`src/hdl/ps2_mouse_cursor_tracker_assert.svh`:
```
// Assertion macros for the cursor tracker. Clock i_clk, reset i_rst_n.
`ifndef PS2_MOUSE_CURSOR_TRACKER_ASSERT_SVH
`define PS2_MOUSE_CURSOR_TRACKER_ASSERT_SVH
`ifndef SYNTHESIS
`define PMCT_ASSERT_IMP(lbl, ante, cons) \
    lbl: assert property (@(posedge i_clk) disable iff (!i_rst_n) (ante) |-> (cons)) \
        else $error("pmct assertion failed");
`define PMCT_ASSERT_NXT(lbl, ante, cons) \
    lbl: assert property (@(posedge i_clk) disable iff (!i_rst_n) (ante) |=> (cons)) \
        else $error("pmct assertion failed");
`else
`define PMCT_ASSERT_IMP(lbl, ante, cons)
`define PMCT_ASSERT_NXT(lbl, ante, cons)
`endif
`endif

```
`src/hdl/pmct_pkg.sv`:
```
package pmct_pkg;

    localparam int POS_W    = 10;   // cursor coordinate width
    localparam int CALC_W   = 13;   // signed width for position plus delta
    localparam int CFG_W    = 16;   // widest configuration register
    localparam int CFG_IDX_W = 3;
    localparam int STAMP_W_DEF = 32;
    localparam int STAMP_IN_W = 32;
    localparam int WINDOW_W = 16;
    localparam int SIZE_W   = 10;
    localparam int SPR_W    = 6;
    localparam int TMAX_W   = 7;

    localparam logic [TMAX_W-1:0] TEXT_X_MAX = 7'd79;
    localparam logic [TMAX_W-1:0] TEXT_Y_MAX = 7'd24;

    localparam logic [POS_W-1:0] POS_X_RST = 10'd40;
    localparam logic [POS_W-1:0] POS_Y_RST = 10'd12;

    localparam logic [SIZE_W-1:0]   SCREEN_W_RST = 10'd320;
    localparam logic [SIZE_W-1:0]   SCREEN_H_RST = 10'd200;
    localparam logic [SPR_W-1:0]    SPRITE_W_RST = 6'd8;
    localparam logic [SPR_W-1:0]    SPRITE_H_RST = 6'd8;
    localparam logic [WINDOW_W-1:0] WINDOW_RST   = 16'd256;

    // icon hot areas
    localparam logic [POS_W-1:0] ICON_X_LO  = 10'd10;
    localparam logic [POS_W-1:0] ICON_X_HI  = 10'd30;
    localparam logic [POS_W-1:0] ICON1_Y_LO = 10'd10;
    localparam logic [POS_W-1:0] ICON1_Y_HI = 10'd30;
    localparam logic [POS_W-1:0] ICON2_Y_LO = 10'd40;
    localparam logic [POS_W-1:0] ICON2_Y_HI = 10'd60;

    // status byte bits
    localparam int ST_LEFT  = 0;
    localparam int ST_XSIGN = 4;
    localparam int ST_YSIGN = 5;
    localparam int ST_XOVF  = 6;
    localparam int ST_YOVF  = 7;

    typedef enum logic [CFG_IDX_W-1:0] {
        CFG_GRAPHICS,
        CFG_SCREEN_W,
        CFG_SCREEN_H,
        CFG_SPRITE_W,
        CFG_SPRITE_H,
        CFG_WINDOW
    } t_cfg_idx;

    typedef enum logic [1:0] {
        ACT_NONE,
        ACT_ICON_ONE,
        ACT_ICON_TWO,
        ACT_RECOLOR
    } t_action;

    typedef struct packed {
        logic              gfx;
        logic [SIZE_W-1:0] size;
        logic [SPR_W-1:0]  spr;
        logic [TMAX_W-1:0] text_max;
    } t_axis_cfg;

endpackage

```
`src/hdl/pmct_in_if.sv`:
```
interface pmct_in_if
    import pmct_pkg::*;
();
    logic                  valid;
    logic                  ready;
    logic [7:0]            rx_byte;
    logic [STAMP_IN_W-1:0] time_stamp;

    modport source (output valid, output rx_byte, output time_stamp, input ready);
    modport sink   (input valid, input rx_byte, input time_stamp, output ready);
endinterface

```
`src/hdl/pmct_out_if.sv`:
```
interface pmct_out_if
    import pmct_pkg::*;
();
    logic             valid;
    logic             ready;
    logic [POS_W-1:0] cursor_x;
    logic [POS_W-1:0] cursor_y;
    logic             left_pressed;
    logic             packet_dropped;
    logic [1:0]       action;
    logic [7:0]       color_attr;

    modport source (output valid, output cursor_x, output cursor_y, output left_pressed,
                    output packet_dropped, output action, output color_attr, input ready);
    modport sink   (input valid, input cursor_x, input cursor_y, input left_pressed,
                    input packet_dropped, input action, input color_attr, output ready);
endinterface

```
`src/hdl/ps2_mouse_cursor_tracker.sv`:
```
// PS/2 mouse cursor tracker. Takes one mouse byte per item with its tick stamp,
// groups bytes in threes (status, X, Y) and emits one result item for each third
// byte; the first two bytes of a packet give no result. A packet with an overflow
// bit is reported as dropped and leaves the cursor alone. An item is accepted every
// cycle as long as the result register is free or being emptied; a byte is captured
// in the input register when it is accepted, and its result is loaded into the result
// register once that register is free or being emptied, with the decode, the 9-bit
// delta add and the clamp between the two registers. Configuration (index 0 graphics
// mode, 1/2 screen size, 3/4 sprite size, 5 double-click window) is to be written by
// the user only while no packet is in flight; the block does not enforce this.
module ps2_mouse_cursor_tracker
    import pmct_pkg::*;
#(
    parameter int STAMP_WIDTH = STAMP_W_DEF
) (
    input  logic                 i_clk,
    input  logic                 i_rst_n,
    input  logic                 i_cfg_we,
    input  logic [CFG_IDX_W-1:0] i_cfg_idx,
    input  logic [CFG_W-1:0]     i_cfg_data,
    pmct_in_if.sink              i_rx,
    pmct_out_if.source           o_res
);

    `include "ps2_mouse_cursor_tracker_assert.svh"

    localparam int CMP_W = (STAMP_WIDTH > WINDOW_W) ? STAMP_WIDTH : WINDOW_W;

    typedef enum logic [1:0] {
        SLOT_STATUS,
        SLOT_X,
        SLOT_Y
    } t_slot;

    // configuration
    logic                r_gfx;
    logic [SIZE_W-1:0]   r_scr_w;
    logic [SIZE_W-1:0]   r_scr_h;
    logic [SPR_W-1:0]    r_spr_w;
    logic [SPR_W-1:0]    r_spr_h;
    logic [WINDOW_W-1:0] r_window;

    // input register
    logic                   r_in_valid;
    logic [7:0]             r_in_byte;
    logic [STAMP_WIDTH-1:0] r_in_stamp;

    // tracker state
    t_slot                  r_slot;
    logic [7:0]             r_status;
    logic [7:0]             r_x_byte;
    logic [POS_W-1:0]       r_pos_x;
    logic [POS_W-1:0]       r_pos_y;
    logic [STAMP_WIDTH-1:0] r_last;
    logic                   r_press_seen;
    logic                   r_dflag;

    // result register
    logic             r_out_valid;
    logic [POS_W-1:0] r_out_x;
    logic [POS_W-1:0] r_out_y;
    logic             r_out_left;
    logic             r_out_drop;
    t_action          r_out_act;
    logic [7:0]       r_out_color;

    // next values
    t_slot                  n_slot;
    logic [7:0]             n_status;
    logic [7:0]             n_x_byte;
    logic [POS_W-1:0]       n_pos_x;
    logic [POS_W-1:0]       n_pos_y;
    logic [STAMP_WIDTH-1:0] n_last;
    logic                   n_press_seen;
    logic                   n_dflag;
    logic                   n_has_res;
    logic                   n_left;
    logic                   n_drop;
    t_action                n_act;
    logic [7:0]             n_color;

    logic                     w_out_free;
    logic                     w_s1_go;
    logic signed [CALC_W-1:0] w_nx;
    logic signed [CALC_W-1:0] w_ny;
    logic [POS_W-1:0]         w_cx;
    logic [POS_W-1:0]         w_cy;
    t_axis_cfg                w_cfg_x;
    t_axis_cfg                w_cfg_y;
    logic [STAMP_WIDTH-1:0]   w_diff;
    logic                     w_hit;
    logic                     w_flag;
    logic [3:0]               w_c;

    assign n_has_res  = r_in_valid && (r_slot == SLOT_Y);
    assign w_out_free = !r_out_valid || o_res.ready;
    assign w_s1_go    = r_in_valid && (!n_has_res || w_out_free);
    assign i_rx.ready = !r_in_valid || w_s1_go;

    assign w_nx = $signed(CALC_W'(r_pos_x))
                + $signed({{(CALC_W-8){r_status[ST_XSIGN]}}, r_x_byte});
    assign w_ny = $signed(CALC_W'(r_pos_y))
                - $signed({{(CALC_W-8){r_status[ST_YSIGN]}}, r_in_byte});

    assign w_cfg_x = '{gfx: r_gfx, size: r_scr_w, spr: r_spr_w, text_max: TEXT_X_MAX};
    assign w_cfg_y = '{gfx: r_gfx, size: r_scr_h, spr: r_spr_h, text_max: TEXT_Y_MAX};

    pmct_clamp u_clamp_x (
        .i_pos (w_nx),
        .i_cfg (w_cfg_x),
        .o_pos (w_cx)
    );

    pmct_clamp u_clamp_y (
        .i_pos (w_ny),
        .i_cfg (w_cfg_y),
        .o_pos (w_cy)
    );

    // press interval, wraps at the stamp width
    assign w_diff = r_in_stamp - r_last;
    assign w_hit  = CMP_W'(w_diff) <= CMP_W'(r_window);
    assign w_c    = r_in_stamp[3:0];

    always_comb begin
        n_slot       = r_slot;
        n_status     = r_status;
        n_x_byte     = r_x_byte;
        n_pos_x      = r_pos_x;
        n_pos_y      = r_pos_y;
        n_last       = r_last;
        n_press_seen = r_press_seen;
        n_dflag      = r_dflag;
        n_left       = 1'b0;
        n_drop       = 1'b0;
        n_act        = ACT_NONE;
        n_color      = '0;
        w_flag       = r_dflag;
        unique case (r_slot)
            SLOT_X: begin
                n_x_byte = r_in_byte;
                n_slot   = SLOT_Y;
            end
            SLOT_Y: begin
                n_slot = SLOT_STATUS;
                if (r_status[ST_XOVF] || r_status[ST_YOVF]) begin
                    n_drop = 1'b1;
                end else begin
                    n_left = r_status[ST_LEFT];
                    if (r_status[ST_LEFT]) begin
                        n_press_seen = 1'b1;
                        n_last       = r_in_stamp;
                        if (r_press_seen) begin
                            w_flag = w_hit;
                        end
                    end
                    n_pos_x = w_cx;
                    n_pos_y = w_cy;
                    n_dflag = w_flag;
                    if (w_flag) begin
                        if (r_gfx) begin
                            if (w_cx >= ICON_X_LO && w_cx <= ICON_X_HI &&
                                w_cy >= ICON1_Y_LO && w_cy <= ICON1_Y_HI) begin
                                n_act   = ACT_ICON_ONE;
                                n_dflag = 1'b0;
                            end else if (w_cx >= ICON_X_LO && w_cx <= ICON_X_HI &&
                                         w_cy >= ICON2_Y_LO && w_cy <= ICON2_Y_HI) begin
                                n_act   = ACT_ICON_TWO;
                                n_dflag = 1'b0;
                            end
                        end else begin
                            n_act   = ACT_RECOLOR;
                            n_color = {~w_c, w_c};
                            n_dflag = 1'b0;
                        end
                    end
                end
            end
            default: begin
                n_status = r_in_byte;
                n_slot   = SLOT_X;
            end
        endcase
    end

    always_ff @(posedge i_clk) begin
        if (!i_rst_n) begin
            r_gfx    <= 1'b0;
            r_scr_w  <= SCREEN_W_RST;
            r_scr_h  <= SCREEN_H_RST;
            r_spr_w  <= SPRITE_W_RST;
            r_spr_h  <= SPRITE_H_RST;
            r_window <= WINDOW_RST;
        end else if (i_cfg_we) begin
            unique case (i_cfg_idx)
                CFG_GRAPHICS: r_gfx    <= i_cfg_data[0];
                CFG_SCREEN_W: r_scr_w  <= i_cfg_data[SIZE_W-1:0];
                CFG_SCREEN_H: r_scr_h  <= i_cfg_data[SIZE_W-1:0];
                CFG_SPRITE_W: r_spr_w  <= i_cfg_data[SPR_W-1:0];
                CFG_SPRITE_H: r_spr_h  <= i_cfg_data[SPR_W-1:0];
                CFG_WINDOW:   r_window <= i_cfg_data[WINDOW_W-1:0];
                default: ;
            endcase
        end
    end

    always_ff @(posedge i_clk) begin
        if (!i_rst_n) begin
            r_in_valid <= 1'b0;
        end else if (i_rx.ready) begin
            r_in_valid <= i_rx.valid;
        end
        if (i_rx.valid && i_rx.ready) begin
            r_in_byte  <= i_rx.rx_byte;
            r_in_stamp <= STAMP_WIDTH'(i_rx.time_stamp);
        end
    end

    always_ff @(posedge i_clk) begin
        if (!i_rst_n) begin
            r_slot       <= SLOT_STATUS;
            r_status     <= '0;
            r_x_byte     <= '0;
            r_pos_x      <= POS_X_RST;
            r_pos_y      <= POS_Y_RST;
            r_last       <= '0;
            r_press_seen <= 1'b0;
            r_dflag      <= 1'b0;
        end else if (w_s1_go) begin
            r_slot       <= n_slot;
            r_status     <= n_status;
            r_x_byte     <= n_x_byte;
            r_pos_x      <= n_pos_x;
            r_pos_y      <= n_pos_y;
            r_last       <= n_last;
            r_press_seen <= n_press_seen;
            r_dflag      <= n_dflag;
        end
    end

    always_ff @(posedge i_clk) begin
        if (!i_rst_n) begin
            r_out_valid <= 1'b0;
        end else if (w_s1_go && n_has_res) begin
            r_out_valid <= 1'b1;
        end else if (o_res.ready) begin
            r_out_valid <= 1'b0;
        end
        if (w_s1_go && n_has_res) begin
            r_out_x     <= n_pos_x;
            r_out_y     <= n_pos_y;
            r_out_left  <= n_left;
            r_out_drop  <= n_drop;
            r_out_act   <= n_act;
            r_out_color <= n_color;
        end
    end

    assign o_res.valid          = r_out_valid;
    assign o_res.cursor_x       = r_out_x;
    assign o_res.cursor_y       = r_out_y;
    assign o_res.left_pressed   = r_out_left;
    assign o_res.packet_dropped = r_out_drop;
    assign o_res.action         = r_out_act;
    assign o_res.color_attr     = r_out_color;

    `PMCT_ASSERT_NXT(a_result_follows, w_s1_go && n_has_res, o_res.valid)
    `PMCT_ASSERT_IMP(a_drop_quiet, o_res.valid && o_res.packet_dropped,
        o_res.action == ACT_NONE && !o_res.left_pressed && o_res.color_attr == 8'd0)
    `PMCT_ASSERT_IMP(a_color_only_recolor, o_res.valid && o_res.action != ACT_RECOLOR,
        o_res.color_attr == 8'd0)
    `PMCT_ASSERT_IMP(a_icon_one_area, o_res.valid && o_res.action == ACT_ICON_ONE,
        o_res.cursor_x >= ICON_X_LO && o_res.cursor_x <= ICON_X_HI &&
        o_res.cursor_y >= ICON1_Y_LO && o_res.cursor_y <= ICON1_Y_HI)

endmodule

```
`src/hdl/pmct_clamp.sv`:
```
module pmct_clamp
    import pmct_pkg::*;
(
    input  logic signed [CALC_W-1:0] i_pos,
    input  t_axis_cfg                i_cfg,
    output logic [POS_W-1:0]         o_pos
);

    logic signed [CALC_W-1:0] w_half;
    logic signed [CALC_W-1:0] w_size;
    logic signed [CALC_W-1:0] w_tmax;
    logic signed [CALC_W-1:0] w_one;
    logic signed [CALC_W-1:0] w_lo;
    logic signed [CALC_W-1:0] w_hi;
    logic signed [CALC_W-1:0] w_res;

    assign w_half = $signed(CALC_W'(i_cfg.spr[SPR_W-1:1]));
    assign w_size = $signed(CALC_W'(i_cfg.size));
    assign w_tmax = $signed(CALC_W'(i_cfg.text_max));
    assign w_one  = $signed(CALC_W'(1));

    always_comb begin
        w_lo = (i_pos < w_half) ? w_half : i_pos;
        // upper bound keeps the whole sprite on screen
        w_hi = (w_lo + w_half >= w_size) ? (w_size - w_one - w_half) : w_lo;
        if (i_cfg.gfx) begin
            w_res = w_hi[CALC_W-1] ? '0 : w_hi;
        end else begin
            if (i_pos[CALC_W-1]) begin
                w_res = '0;
            end else if (i_pos > w_tmax) begin
                w_res = w_tmax;
            end else begin
                w_res = i_pos;
            end
        end
    end

    assign o_pos = w_res[POS_W-1:0];

endmodule
```
`src/flat_wrapper.sv`:
```
// flat-port wrapper written by rule: the top's interface ports become plain ports
module ps2_mouse_cursor_tracker_flat import pmct_pkg::*;
#(
    parameter int STAMP_WIDTH = STAMP_W_DEF
)
  (i_clk, i_rst_n, i_cfg_we, i_cfg_idx, i_cfg_data, i_rx_valid, i_rx_rx_byte, i_rx_time_stamp, i_rx_ready, o_res_valid, o_res_cursor_x, o_res_cursor_y, o_res_left_pressed, o_res_packet_dropped, o_res_action, o_res_color_attr, o_res_ready);
  pmct_in_if i_rx_i ();
  pmct_out_if o_res_i ();
  input  logic i_clk;
  input  logic i_rst_n;
  input  logic i_cfg_we;
  input  logic [CFG_IDX_W-1:0] i_cfg_idx;
  input  logic [CFG_W-1:0] i_cfg_data;
  input wire logic [$bits(i_rx_i.valid)-1:0] i_rx_valid;
  input wire logic [$bits(i_rx_i.rx_byte)-1:0] i_rx_rx_byte;
  input wire logic [$bits(i_rx_i.time_stamp)-1:0] i_rx_time_stamp;
  output wire logic [$bits(i_rx_i.ready)-1:0] i_rx_ready;
  output wire logic [$bits(o_res_i.valid)-1:0] o_res_valid;
  output wire logic [$bits(o_res_i.cursor_x)-1:0] o_res_cursor_x;
  output wire logic [$bits(o_res_i.cursor_y)-1:0] o_res_cursor_y;
  output wire logic [$bits(o_res_i.left_pressed)-1:0] o_res_left_pressed;
  output wire logic [$bits(o_res_i.packet_dropped)-1:0] o_res_packet_dropped;
  output wire logic [$bits(o_res_i.action)-1:0] o_res_action;
  output wire logic [$bits(o_res_i.color_attr)-1:0] o_res_color_attr;
  input wire logic [$bits(o_res_i.ready)-1:0] o_res_ready;
  assign i_rx_i.valid = i_rx_valid;
  assign i_rx_i.rx_byte = i_rx_rx_byte;
  assign i_rx_i.time_stamp = i_rx_time_stamp;
  assign i_rx_ready = i_rx_i.ready;
  assign o_res_valid = o_res_i.valid;
  assign o_res_cursor_x = o_res_i.cursor_x;
  assign o_res_cursor_y = o_res_i.cursor_y;
  assign o_res_left_pressed = o_res_i.left_pressed;
  assign o_res_packet_dropped = o_res_i.packet_dropped;
  assign o_res_action = o_res_i.action;
  assign o_res_color_attr = o_res_i.color_attr;
  assign o_res_i.ready = o_res_ready;
  ps2_mouse_cursor_tracker #(.STAMP_WIDTH(STAMP_WIDTH)) u_core (.i_clk(i_clk), .i_rst_n(i_rst_n), .i_cfg_we(i_cfg_we), .i_cfg_idx(i_cfg_idx), .i_cfg_data(i_cfg_data), .i_rx(i_rx_i), .o_res(o_res_i));
endmodule
```
`config.mk`:
```
export PLATFORM = sky130hd
export DESIGN_NAME = ps2_mouse_cursor_tracker_flat
export DESIGN_NICKNAME = d
export VERILOG_FILES = /design/src/hdl/pmct_pkg.sv /design/src/hdl/pmct_in_if.sv /design/src/hdl/pmct_out_if.sv /design/src/hdl/ps2_mouse_cursor_tracker.sv /design/src/hdl/pmct_clamp.sv /design/src/flat_wrapper.sv
export VERILOG_INCLUDE_DIRS = /design/src /design/src/hdl
export SDC_FILE = /design/constraint.sdc
export NUM_CORES = 1
export LEC_CHECK = 0
export ABC_AREA = 1
export ABC_CLOCK_PERIOD_IN_PS = 11800
export BUFFER_PORTS_ARGS = -buffer_cell sky130_fd_sc_hd__buf_2
export CORE_ASPECT_RATIO = 1.25
export CORE_UTILIZATION = 42
export CTS_CLUSTER_DIAMETER = 40
export CTS_CLUSTER_SIZE = 8
export DETAILED_ROUTE_END_ITERATION = 8
export PLACE_DENSITY_LB_ADDON = 0.12
export REMOVE_ABC_BUFFERS = 1
export SETUP_SLACK_MARGIN = 0.3
export SLEW_MARGIN = 40
export SYNTH_ARGS = -nofsm -noshare
export SYNTH_HDL_FRONTEND = slang
export SYNTH_SLANG_ARGS = --single-unit
```
`constraint.sdc`:
```
create_clock -name i_clk -period 11.8 [get_ports i_clk]
set_input_delay 1.18 -clock i_clk [delete_from_list [all_inputs] [get_ports i_clk]]
set_output_delay 1.18 -clock i_clk [all_outputs]
set_load 0.03 [all_outputs]
```
Yosys cells after proc, flatten, opt, wreduce, memory -nomap -nowiden
Cells that the tools add are included.
{ "op_classes": {"n_eq_ne": 7, "n_mux": 31, "n_reduce_logical": 32, "n_addsub": 9, "n_lt_le_gt_ge": 13, "bitwise_logic": 5} }
{ "op_table": {"columns": ["cell", "count"], "rows": [
  ["10-bit two-way mux", 12],
  ["13-bit two-way mux", 4],
  ["32-bit by 16-bit <= comparator with 1-bit output", 1],
  ["32-bit subtractor", 1],
  ["13-bit by 6-bit adder with 13-bit output", 2],
  ["13-bit by 11-bit greater-or-equal comparator with 1-bit output", 2],
  ["12-bit by 6-bit < comparator with 1-bit output", 2],
  ["11-bit by 6-bit subtractor with 12-bit output", 2],
  ["10-bit by 1-bit subtractor with 11-bit output (second input constant)", 2],
  ["10-bit by 4-bit greater-or-equal comparator with 1-bit output (second input constant)", 2],
  ["10-bit by 5-bit <= comparator with 1-bit output (second input constant)", 2],
  ["2-bit AND reduction", 8],
  ["11-bit by 9-bit adder with 12-bit output", 1],
  ["12-bit by 6-bit greater-than comparator with 1-bit output (second input constant)", 1],
  ["12-bit by 8-bit greater-than comparator with 1-bit output (second input constant)", 1],
  ["11-bit by 9-bit subtractor with 12-bit output", 1],
  ["1-bit two-way mux", 11],
  ["10-bit by 6-bit greater-or-equal comparator with 1-bit output (second input constant)", 1],
  ["10-bit by 6-bit <= comparator with 1-bit output (second input constant)", 1],
  ["1-bit logical AND", 9],
  ["3-bit by 2-bit == test with 1-bit output (second input constant)", 2],
  ["3-bit == test (second input constant)", 2],
  ["2-bit two-way mux", 3],
  ["1-bit logical OR", 4],
  ["other kinds (14)", 20]
]} }
{ "word_totals": {"regBits": 195, "inputBits": 64} }

Logic depth before layout (Yosys ltp)
Gate-level depths: netlist of the first run.
{ "depth": {"depth_word": 16, "mapped_depth": 54, "mapped_depth_nobuf": 52} }

Cells and area by module
Synthesis of the first run repeated with hierarchy kept, for this count alone.
{ "hier_totals": {"cells_unflattened": 2167, "area_unflattened_um2": 14682.8} }
{ "modules_own_cells": {"columns": ["mod", "instances", "area_each_um2", "seq_area_each_um2", "cells_each"], "rows": [
  ["ps2_mouse_cursor_tracker", 1, 10650.2, 4564.4, 1446],
  ["pmct_clamp at u_core.u_clamp_x", 1, 2035.7, 0.0, 364],
  ["pmct_clamp at u_core.u_clamp_y", 1, 1996.9, 0.0, 357]
]} }

Worst setup path before layout of the first run
No wires, ideal clock.
{ "synth_path": {"path_type": "register to register", "startpoint": "register u_core.r_pos_y[0]", "endpoint": "register u_core.r_dflag", "t_arrival_ns": 6.208, "setup_time_ns": 0.128, "path_stages_with_launch": 54, "slack_ns": 5.464, "cell_sequence": "dfxtp_1 > inv_1 > ha_1 > inv_1 > fa_1 > nand3_1 > nand3_1 > nand2_1 > nand2_1 > nand2_1 > nand2_1 > inv_1 > nand2_1 > nor4_1 > inv_1 > a211oi_1 > ha_1 > clkbuf_1 > (+18 left out) > a21o_1 > a21oi_2 > nand2_4 > nand2_4 > buf_6 > nand2_1 > nand4_1 > nand2_1 > inv_1 > nand2_1 > nor2_1 > nand2_1 > nor2_2 > nand3_2 > nand2_1 > nor2_1 > nor2_1 > nor2_1"} }
{ "synth_between": {"elab_chain_len": 15} }
{ "synth_rtl": {"columns": ["element", "line", "rtl"], "rows": [
  ["from (decl)", "ps2_mouse_cursor_tracker.sv:53", "logic [POS_W-1:0] r_pos_y;"],
  ["from (signal assigned)", "ps2_mouse_cursor_tracker.sv:234", "r_pos_y <= n_pos_y;"],
  ["11-bit by 9-bit subtractor with 12-bit output (*)", "ps2_mouse_cursor_tracker.sv:103", "- $signed({{(CALC_W-8){r_status[ST_YSIGN]}}, r_in_byte});"],
  ["12-bit by 6-bit < comparator with 1-bit output", "pmct_clamp.sv:23", "w_lo = (i_pos < w_half) ? w_half : i_pos;"],
  ["13-bit two-way mux", "pmct_clamp.sv:23", null],
  ["13-bit by 6-bit adder with 13-bit output", "pmct_clamp.sv:25", "w_hi = (w_lo + w_half >= w_size) ? (w_size - w_one - w_half) : w_lo;"],
  ["13-bit by 11-bit greater-or-equal comparator with 1-bit output", "pmct_clamp.sv:25", null],
  ["13-bit two-way mux", "pmct_clamp.sv:25", null],
  ["10-bit two-way mux", "pmct_clamp.sv:27", "w_res = w_hi[CALC_W-1] ? '0 : w_hi;"],
  ["10-bit two-way mux (*)", "pmct_clamp.sv:26", "if (i_cfg.gfx) begin"],
  ["10-bit by 6-bit greater-or-equal comparator with 1-bit output", "ps2_mouse_cursor_tracker.sv:167", "w_cy >= ICON2_Y_LO && w_cy <= ICON2_Y_HI) begin"],
  ["1-bit logical AND", "ps2_mouse_cursor_tracker.sv:166", "end else if (w_cx >= ICON_X_LO && w_cx <= ICON_X_HI &&"],
  ["1-bit logical AND", "ps2_mouse_cursor_tracker.sv:167", null],
  ["1-bit two-way mux", "ps2_mouse_cursor_tracker.sv:166", null],
  ["1-bit two-way mux (*)", "ps2_mouse_cursor_tracker.sv:162", "if (w_cx >= ICON_X_LO && w_cx <= ICON_X_HI &&"],
  ["1-bit two-way mux (*)", "ps2_mouse_cursor_tracker.sv:161", "if (r_gfx) begin"],
  ["1-bit two-way mux (*)", "ps2_mouse_cursor_tracker.sv:160", "if (w_flag) begin"],
  ["to (signal assigned)", "ps2_mouse_cursor_tracker.sv:237", "r_dflag <= n_dflag;"],
  ["to (decl)", "ps2_mouse_cursor_tracker.sv:56", "logic r_dflag;"]
]} }
Mark *: on every way between the ends. The rest lies on a longest branch, timed or not.
A chain may end at the register's enable or synchronous reset.

Worst setup path after layout of the first run
{ "layout_path": {"startpoint": "register u_core.r_in_byte[5]", "endpoint": "register u_core.r_dflag"} }
{ "layout_between": {"elab_chain_len": 15} }
{ "layout_rtl": {"columns": ["element", "line", "rtl"], "rows": [
  ["from (decl)", "ps2_mouse_cursor_tracker.sv:45", "logic [7:0] r_in_byte;"],
  ["from (signal assigned)", "ps2_mouse_cursor_tracker.sv:214", "r_in_byte <= i_rx.rx_byte;"],
  ["11-bit by 9-bit subtractor with 12-bit output (*)", "ps2_mouse_cursor_tracker.sv:103", null],
  ["12-bit by 6-bit < comparator with 1-bit output", "pmct_clamp.sv:23", null],
  ["13-bit two-way mux", "pmct_clamp.sv:23", null],
  ["13-bit by 6-bit adder with 13-bit output", "pmct_clamp.sv:25", null],
  ["13-bit by 11-bit greater-or-equal comparator with 1-bit output", "pmct_clamp.sv:25", null],
  ["13-bit two-way mux", "pmct_clamp.sv:25", null],
  ["10-bit two-way mux", "pmct_clamp.sv:27", null],
  ["10-bit two-way mux (*)", "pmct_clamp.sv:26", null],
  ["10-bit by 6-bit greater-or-equal comparator with 1-bit output", "ps2_mouse_cursor_tracker.sv:167", null],
  ["1-bit logical AND", "ps2_mouse_cursor_tracker.sv:166", null],
  ["1-bit logical AND", "ps2_mouse_cursor_tracker.sv:167", null],
  ["1-bit two-way mux", "ps2_mouse_cursor_tracker.sv:166", null],
  ["1-bit two-way mux (*)", "ps2_mouse_cursor_tracker.sv:162", null],
  ["1-bit two-way mux (*)", "ps2_mouse_cursor_tracker.sv:161", null],
  ["1-bit two-way mux (*)", "ps2_mouse_cursor_tracker.sv:160", null]
]} }
Marked as above.

==> summary.md, run 1 <==
| Metric | Value |
|---|---|
| Post-synth top area share | 17.6% |
| # rows | 72 |
| CP Capture Type | flop |
| Startpoint type of the worst setup path | flop |
| R2R Path End | u_core.r_dflag$_SDFFE_PN0P_ |
| Minimum clock period | 7490 ps |
| Skew final | 16.6 ps |
| First-pass GRT wire length | 58100 µm |
| Total setup buffers inserted after CTS | 0 |
| Unique masters post-synth | 53 |
| Top post-synthesis cells by count | nand2_1 (322), inv_1 (291), a21oi_1 (191) |
| #FFs+latches synth | 190 |
| CP max-delay cell | nor4_1 |
| Number of global-route vias before repair | 11500 |
| I/O Buffers | 97 |
| Final hold vios | 0 |
| Cts repair resizes | 0 |
| Final period util | 63.5% |
| Worst-case clock buffer depth | 2 |
| Setup_tns | 0 ps |
| Pin count of the biggest net entering global routing | 91 |
| Clk root buf | clkbuf_16 |
| Critical Path RT | 12120 ps |
| First-pass iteration count of the detailed router | 5 |
| Post-synth top area cell | dfxtp_1 |
| Final ANT Viol Nets | 0 |
| Worst r2r src | u_core.r_in_byte[5]$_DFFE_PP_ |
| Main combinational cell family by area after synthesis | simple AND/OR/NAND/NOR gates |
| Synth Warn # | 0 |
| Die X | 162 µm |
| Achievable Freq | 133 MHz |
| Total CTS buffers | 17 |
| Initial antenna violation count | 0 |
| Synth Area in Adders | 12.5% |
| Max Slew Vio Count | 0 |
| Pwr Density | 112 nW/µm² |
| Total gr overflow | 0 |
| Worst Setup Path Type | reg2reg |
| Hold path start | u_core.r_last[27]$_SDFFE_PN0P_ |
| R2r setup slk | 4310 ps |
| Post-Syn Instances | 1818 |
| Hold Crit Depth | 2 |
| Mux share of post-synthesis cell area | 0% |
| Layout area overhead | 11.2% |
| Vias | 11900 |
| CP Max Fanout | 13 |
| Worst vdd ir | 78.5 µV |
| P_leak | 6.88 nW |
| Synth Area in Compound Gates | 17.0% |
| Status | finished clean |
| Worst-Margin Slew | 819 ps |
| CTS tree | done |
| DRT iter0 DRCs | 614 |
| Hold-fix buffers, CTS | 0 |
| FFs w/ async S/R, synth | 0% |
| Detailed Route WL | 36300 µm |
| GRT Overall Usage | 22.8% |
| Hold crit path type | reg2reg |
| Most used DFF post-synth | dfxtp_1 |
| DIE AREA | 32600 µm² |
| Post-synthesis average cell area | 7.38 µm² |
| Worst-skew pair later-pin latency | 460 ps |
| Worst path most repeated cell | nand2_1 |
| Routed vias/inst | 5.12 |
| Number of synthesized flops with an enable pin | 72 |
| Final nets | 2090 |
| I/O pin cnt | 98 |
| H-tree depth | 4 |
| Remaining DRCs | 0 |
| Reg2reg path depth | 45 |
| Ant diodes | 0 |
| Core ar. | 31200 µm² |
| XOR/XNOR share of the synthesized area | 4.70% |
| Syn Std Cell Area | 13400 µm² |
| Simple-gate share of the synthesized area | 22.2% |
| Wire length per cell | 15.7 µm |
| Unrepaired setup endpoints after global routing | no |
| Max-slew headroom | 44.8% |
| Seq/Total Area, Yosys | 33.7% |
| Max cap viols | 0 |
| Crit path max-delay family | simple AND/OR/NAND/NOR gates |
| GP Congestion | 0.940 |
| Hold_ws | 461 ps |
| HPWL after DPL | 29000 µm |
| Top cells by area, synth | dfxtp_1 (18%), edfxtp_1 (16%), ha_1 (11%) |
| Top-count cell post-synth | nand2_1 |
| Share of layout cells above drive strength 1 | 10.5% |
| WP buf/inv | 4 |
| Clock slew at reported path FFs | 70 ps |
| Initial Util | 43.0% |
| Clock Sinks | 190 |
| Crit path largest cell delay | 690 ps |
| Arrival @ worst endpoint | 7820 ps |
| Final setup vio count | 0 |
| Worst Hold End | u_core.r_last[27]$_SDFFE_PN0P_ |
| Die span in y | 202 µm |
-- cells in the final DEF (no fill, tap or decap), types with 7 or more instances in the layout --
master,n
nor3_1,13
nor2_2,11
ha_1,123
nand3_2,10
clkbuf_16,19
xnor2_1,18
nand3b_1,7
edfxtp_1,72
nand4_1,21
nand2_1,322
a21oi_1,191
dfxtp_1,118
a21o_1,14
o21ai_0,159
xor2_1,54
nand2_2,17
nand3_1,104
buf_2,97
inv_1,291
nor2_1,136
fa_1,7
o211ai_1,11
-- where the power goes --
group          leakage [nW]  internal (mW)  switching, mW  total, mW
registers              1.64          0.697         0.0118      0.709
clock network         0.292          0.310          0.285      0.595
logic                  4.94          0.130          0.240      0.371
-- state kept, by name (all words and copies together), names as in the netlist, 8 cells and up --
signal	cells
u_core.r_scr_w	10
u_core.r_pos_y	10
u_core.r_in_byte	8
u_core.r_in_stamp	32
u_core.r_pos_x	10
u_core.r_scr_h	10
u_core.r_window	16
u_core.r_last	32
u_core.o_res.cursor_y	10
u_core.r_x_byte	8
u_core.o_res.color_attr	8
u_core.o_res.cursor_x	10
-- area by class of cell --
type,count,area (µm²)
fillers,3254,16300
clock buffers,21,493
multi-input cells,1288,7590
flip-flops and latches,190,4520
inverters,295,1110
repair buffers,104,589
clock inverters,11,103
well taps,407,509
-- stage by stage --
stage                     total power, mW  worst slack [ps]  util [%]  cells  cell area [µm²]
after floorplan                     0.985              5570         -   1773            13200
after global placement               1.09              4440      45.7   2281            14200
after detailed placement             1.09              4380      45.9   2284            14300
after CTS                            1.69              4360      47.8   2316            14900
after global routing                 1.76              3510      47.9   2316            14900
final                                1.67              4310      47.9   2316            14900
-- per-layer routing --
layer	vias to the layer above	part of all wire (%)	track usage, %
met4	0	3.6	9.94
met5	-	0	0
met2	218	53	43.0
li1	6158	-	-
met1	5416	40	25.0
met3	71	3.2	3.20
-- cell families (layout without fill, tap and decap cells) --
| group | count (synthesis) | after routing |
|---|---|---|
| simple gates | 668 | 668 |
| compound gates | 418 | 418 |
| buf+inv | 340 | 431 |
| flops | 190 | 190 |
| fa+ha+maj | 130 | 130 |
| xor+xnor | 72 | 72 |
-- worst max-delay path by stage --
stage / start / slack [ps] / to / cells after the start
2_1_floorplan: u_core.r_pos_y[0]$_SDFFE_PN0P_ / 5570 / u_core.o_res.action[0]$_SDFFCE_PP0P_ / 49
3_3_place_gp: u_core.r_in_byte[6]$_DFFE_PP_ / 4440 / u_core.r_dflag$_SDFFE_PN0P_ / 45
3_5_place_dp: u_core.r_in_byte[0]$_DFFE_PP_ / 4380 / u_core.o_res.action[1]$_SDFFCE_PP0P_ / 43
4_1_cts: u_core.r_in_byte[0]$_DFFE_PP_ / 4360 / u_core.r_dflag$_SDFFE_PN0P_ / 47
5_1_grt: u_core.r_in_byte[0]$_DFFE_PP_ / 3510 / u_core.r_dflag$_SDFFE_PN0P_ / 48
6_report: u_core.r_in_byte[5]$_DFFE_PP_ / 4310 / u_core.r_dflag$_SDFFE_PN0P_ / 45
-- tightest hold or removal path: stages (launching register included) --
cell     delay (ps)
dfxtp_1         300
inv_1            60
a21oi_1          50
Note: power is estimated with default switching activity, not from simulation.
==> run 2, diff against run 1 <==
- ABC_CLOCK_PERIOD_IN_PS: 11800 -> 7150
- clock period: 11.8 -> 7.15 ns (I/O delays scaled with it)
==> summary.md, run 2 (synthesized netlist as in run 1, its figures left out) <==
| Metric | Value |
|---|---|
| Status | finished clean |
| Final nets | 2137 (+2.2%) |
| Final setup vio count | 0 (unchanged) |
| Wire length per cell | 16.2 µm (+3.5%) |
| Detailed Route WL | 38400 µm (+5.6%) |
| R2r setup slk | 700 ps (-3600 ps) |
| Inst Count DP | 2288 (+0.18%) |
| Max-slew headroom | 44.3% (-0.54 points) |
| Vias | 12200 (+2.7%) |
| Crit path largest cell delay | 440 ps (-250 ps) |
| Max Slew Vio Count | 0 (unchanged) |
| Die span in y | 202 µm (unchanged) |
| Final Util | 50.9% (+3.1 points) |
| Hold-fix buffers, CTS | 0 (unchanged) |
| Final ANT Viol Nets | 0 (unchanged) |
| Worst-skew pair later-pin latency | 470 ps (about the same) |
| Clk root buf | clkbuf_16 |
| Worst-Margin Slew | 829 ps (+10.3 ps) |
| Worst-case clock buffer depth | 2 (unchanged) |
| I/O Buffers | 97 (unchanged) |
| I/O pin cnt | 98 (unchanged) |
| Achievable Freq | 155 MHz (+16%) |
| R2R Path End | u_core.r_dflag$_SDFFE_PN0P_ |
| Worst vdd ir | 148 µV (+88%) |
| CP Max Fanout | 8 (-5) |
| Routed vias/inst | 5.16 (+0.70%) |
| Leading cell types in the layout, fill and taps excluded | nand2_1 (301), inv_1 (280), a21oi_1 (180) |
| Met3 Usage GRT | 3.65% (+0.45 points) |
| HPWL after DPL | 29500 µm (+1.8%) |
| Number of global-route vias before repair | 11800 (+2.1%) |
| GRT met2 Usage | 43.7% (+0.67 points) |
| Die X | 162 µm (unchanged) |
| GP Congestion | 0.941 (about the same) |
| Most common cell after layout, fill and taps aside | nand2_1 |
| Pin count of the biggest net entering global routing | 72 (-21%) |
| Hold crit path type | in2reg |
| Ant diodes | 0 (unchanged) |
| First-pass iteration count of the detailed router | 6 (+1) |
| Layout area overhead | 18.4% |
| First-pass GRT wire length | 58900 µm (+1.4%) |
| Sw Pwr | 0.944 mW (+76%) |
| Power share of the combinational group | 24.2% (+2.1 points) |
| Core ar. | 31200 µm² (unchanged) |
| Share of layout cells above drive strength 1 | 18.1% (+7.6 points) |
| P_leak | 7.12 nW (+3.6%) |
| Reg2reg path depth | 49 (+8.9%) |
| Arrival @ worst endpoint | 6850 ps (-970 ps) |
| Clk pwr share | 35.2% (-0.4 points) |
| Worst path most repeated cell | nand2_1 |
| Clock slew at reported path FFs | 80 ps (about the same) |
| GRT Overall Usage | 23.3% (+0.46 points) |
| Clock Sinks | 190 (unchanged) |
| Worst setup path start | u_core.r_in_byte[4]$_DFFE_PP_ |
| Cell internal pwr | 1.94 mW (+71%) |
| Max cap viols | 0 (unchanged) |
| Unrepaired setup endpoints after global routing | no |
| Initial Util | 43.0% (unchanged) |
| Remaining DRCs | 0 (unchanged) |
| Startpoint type of the worst setup path | flop |
| DRT iter0 DRCs | 654 (+6.5%) |
| Most Used Layer, Global Route | met2 |
| H-tree depth | 4 (unchanged) |
| Initial antenna violation count | 0 (unchanged) |
| DIE AREA | 32600 µm² (unchanged) |
| Worst Setup Path Type | reg2reg |
| Minimum clock period | 6450 ps (-1050 ps) |
| CTS tree | done |
| Total gr overflow | 0 (unchanged) |
| Tot Pwr | 2.89 mW (+72%) |
| CP max-delay cell | edfxtp_1 |
| Final hold vios | 0 (unchanged) |
| # rows | 72 (unchanged) |
| GR Util met1 | 24.6% (-0.44 points) |
| Pwr Density | 182 nW/µm² (+62%) |
| Crit path to | u_core.r_dflag$_SDFFE_PN0P_ |
| Skew final | 13.8 ps (-2.81 ps) |
| Total CTS buffers | 17 (unchanged) |
| Worst r2r src | u_core.r_in_byte[4]$_DFFE_PP_ |
| Final period util | 90.2% (+27 points) |
| Critical Path RT | 7550 ps (-4570 ps) |
| Biggest regs | u_core.r_in_stamp: 32 flops, u_core.r_last: 32 flops, u_core.r_window: 16 flops |
| CP Capture Type | flop |
| Sw Share | 32.7% (+0.60 points) |
| Non-Filler Instances | 2363 (+2.0%) |
| Sequential power share | 40.6% (-1.7 points) |
==> run 2: cell count changes in the layout (fill, tap and decap cells not counted), moves of 8 or more <==
cell     change
ha_1        -24
nand2_1     -21
nand3_1      -8
inv_2        +8
inv_1       -11
o21ai_0     -11
ha_4        +20
a21oi_1     -11
a21oi_2      +9
buf_4       +45
nand2_2     +17
==> run 2: how the worst min path moves through the flow <==
stage	start	end	cells past startpoint
floorplan	u_core.r_last[10]$_SDFFE_PN0P_	u_core.r_last[10]$_SDFFE_PN0P_	2
global placement	u_core.r_last[7]$_SDFFE_PN0P_	u_core.r_last[7]$_SDFFE_PN0P_	2
detailed placement	u_core.r_last[7]$_SDFFE_PN0P_	u_core.r_last[7]$_SDFFE_PN0P_	2
CTS	i_rx_time_stamp[16]	u_core.r_in_stamp[16]$_DFFE_PP_	1
global route	i_rx_time_stamp[22]	u_core.r_in_stamp[22]$_DFFE_PP_	1
finish	i_rx_time_stamp[16]	u_core.r_in_stamp[16]$_DFFE_PP_	1
==> run 2: critical path: cells and delay by family (launching register included) <==
kind | cells | cell delay (ps)
AO/OA/AOI/OAI | 6 | 970
AND/OR/NAND/NOR | 31 | 3010
flip-flops | 1 | 440
buffers and inverters | 6 | 570
XOR/XNOR | 2 | 330
adder cells (fa/ha/maj) | 4 | 1070
==> run 2: power by group through the flow <==
stage	clock network, mW	logic (mW)	registers (mW)
after floorplan	0	0.435	1.19
after global placement	0	0.603	1.20
after detailed placement	0	0.610	1.20
after CTS	1.03	0.620	1.17
after global routing	1.08	0.779	1.18
final	1.02	0.700	1.17
==> run 2: per-stage QoR <==
stage          hold slack, ps  setup TNS [ps]  instance area [µm²]  setup WS (ps)
6_report                  416               0                15900            702
5_1_grt                   402               0                15900            173
4_1_cts                   399               0                15000            307
3_5_place_dp              454            -101                14300          -71.4
3_3_place_gp              447               0                14300           14.8
2_1_floorplan             435               0                13200            916
==> run 2: area by class of cell <==
class | count | area (µm²)
clock buffers | 17 | 425
flip-flops and latches | 190 | 4530
repair buffers | 150 | 912
fillers | 3206 | 15300
multi-input cells | 1289 | 8200
well taps | 407 | 509
clock inverters | 15 | 176
inverters | 295 | 1110
==> run 2: routing by layer <==
| metal | up-vias | routed length (µm) |
|---|---|---|
| li1 | 6268 | - |
| met1 | 5593 | 15300 |
| met2 | 234 | 20300 |
| met3 | 94 | 1070 |
| met4 | 0 | 1720 |
| met5 | - | 0 |
==> run 2: repair_timing <==
action                                  in CTS  in global routing
endpoints found under the setup margin       9                 35
setup buffers                                3                 39
resized for setup                           10                142
pin swaps                                    2                 50
gates cloned                                 0                  1
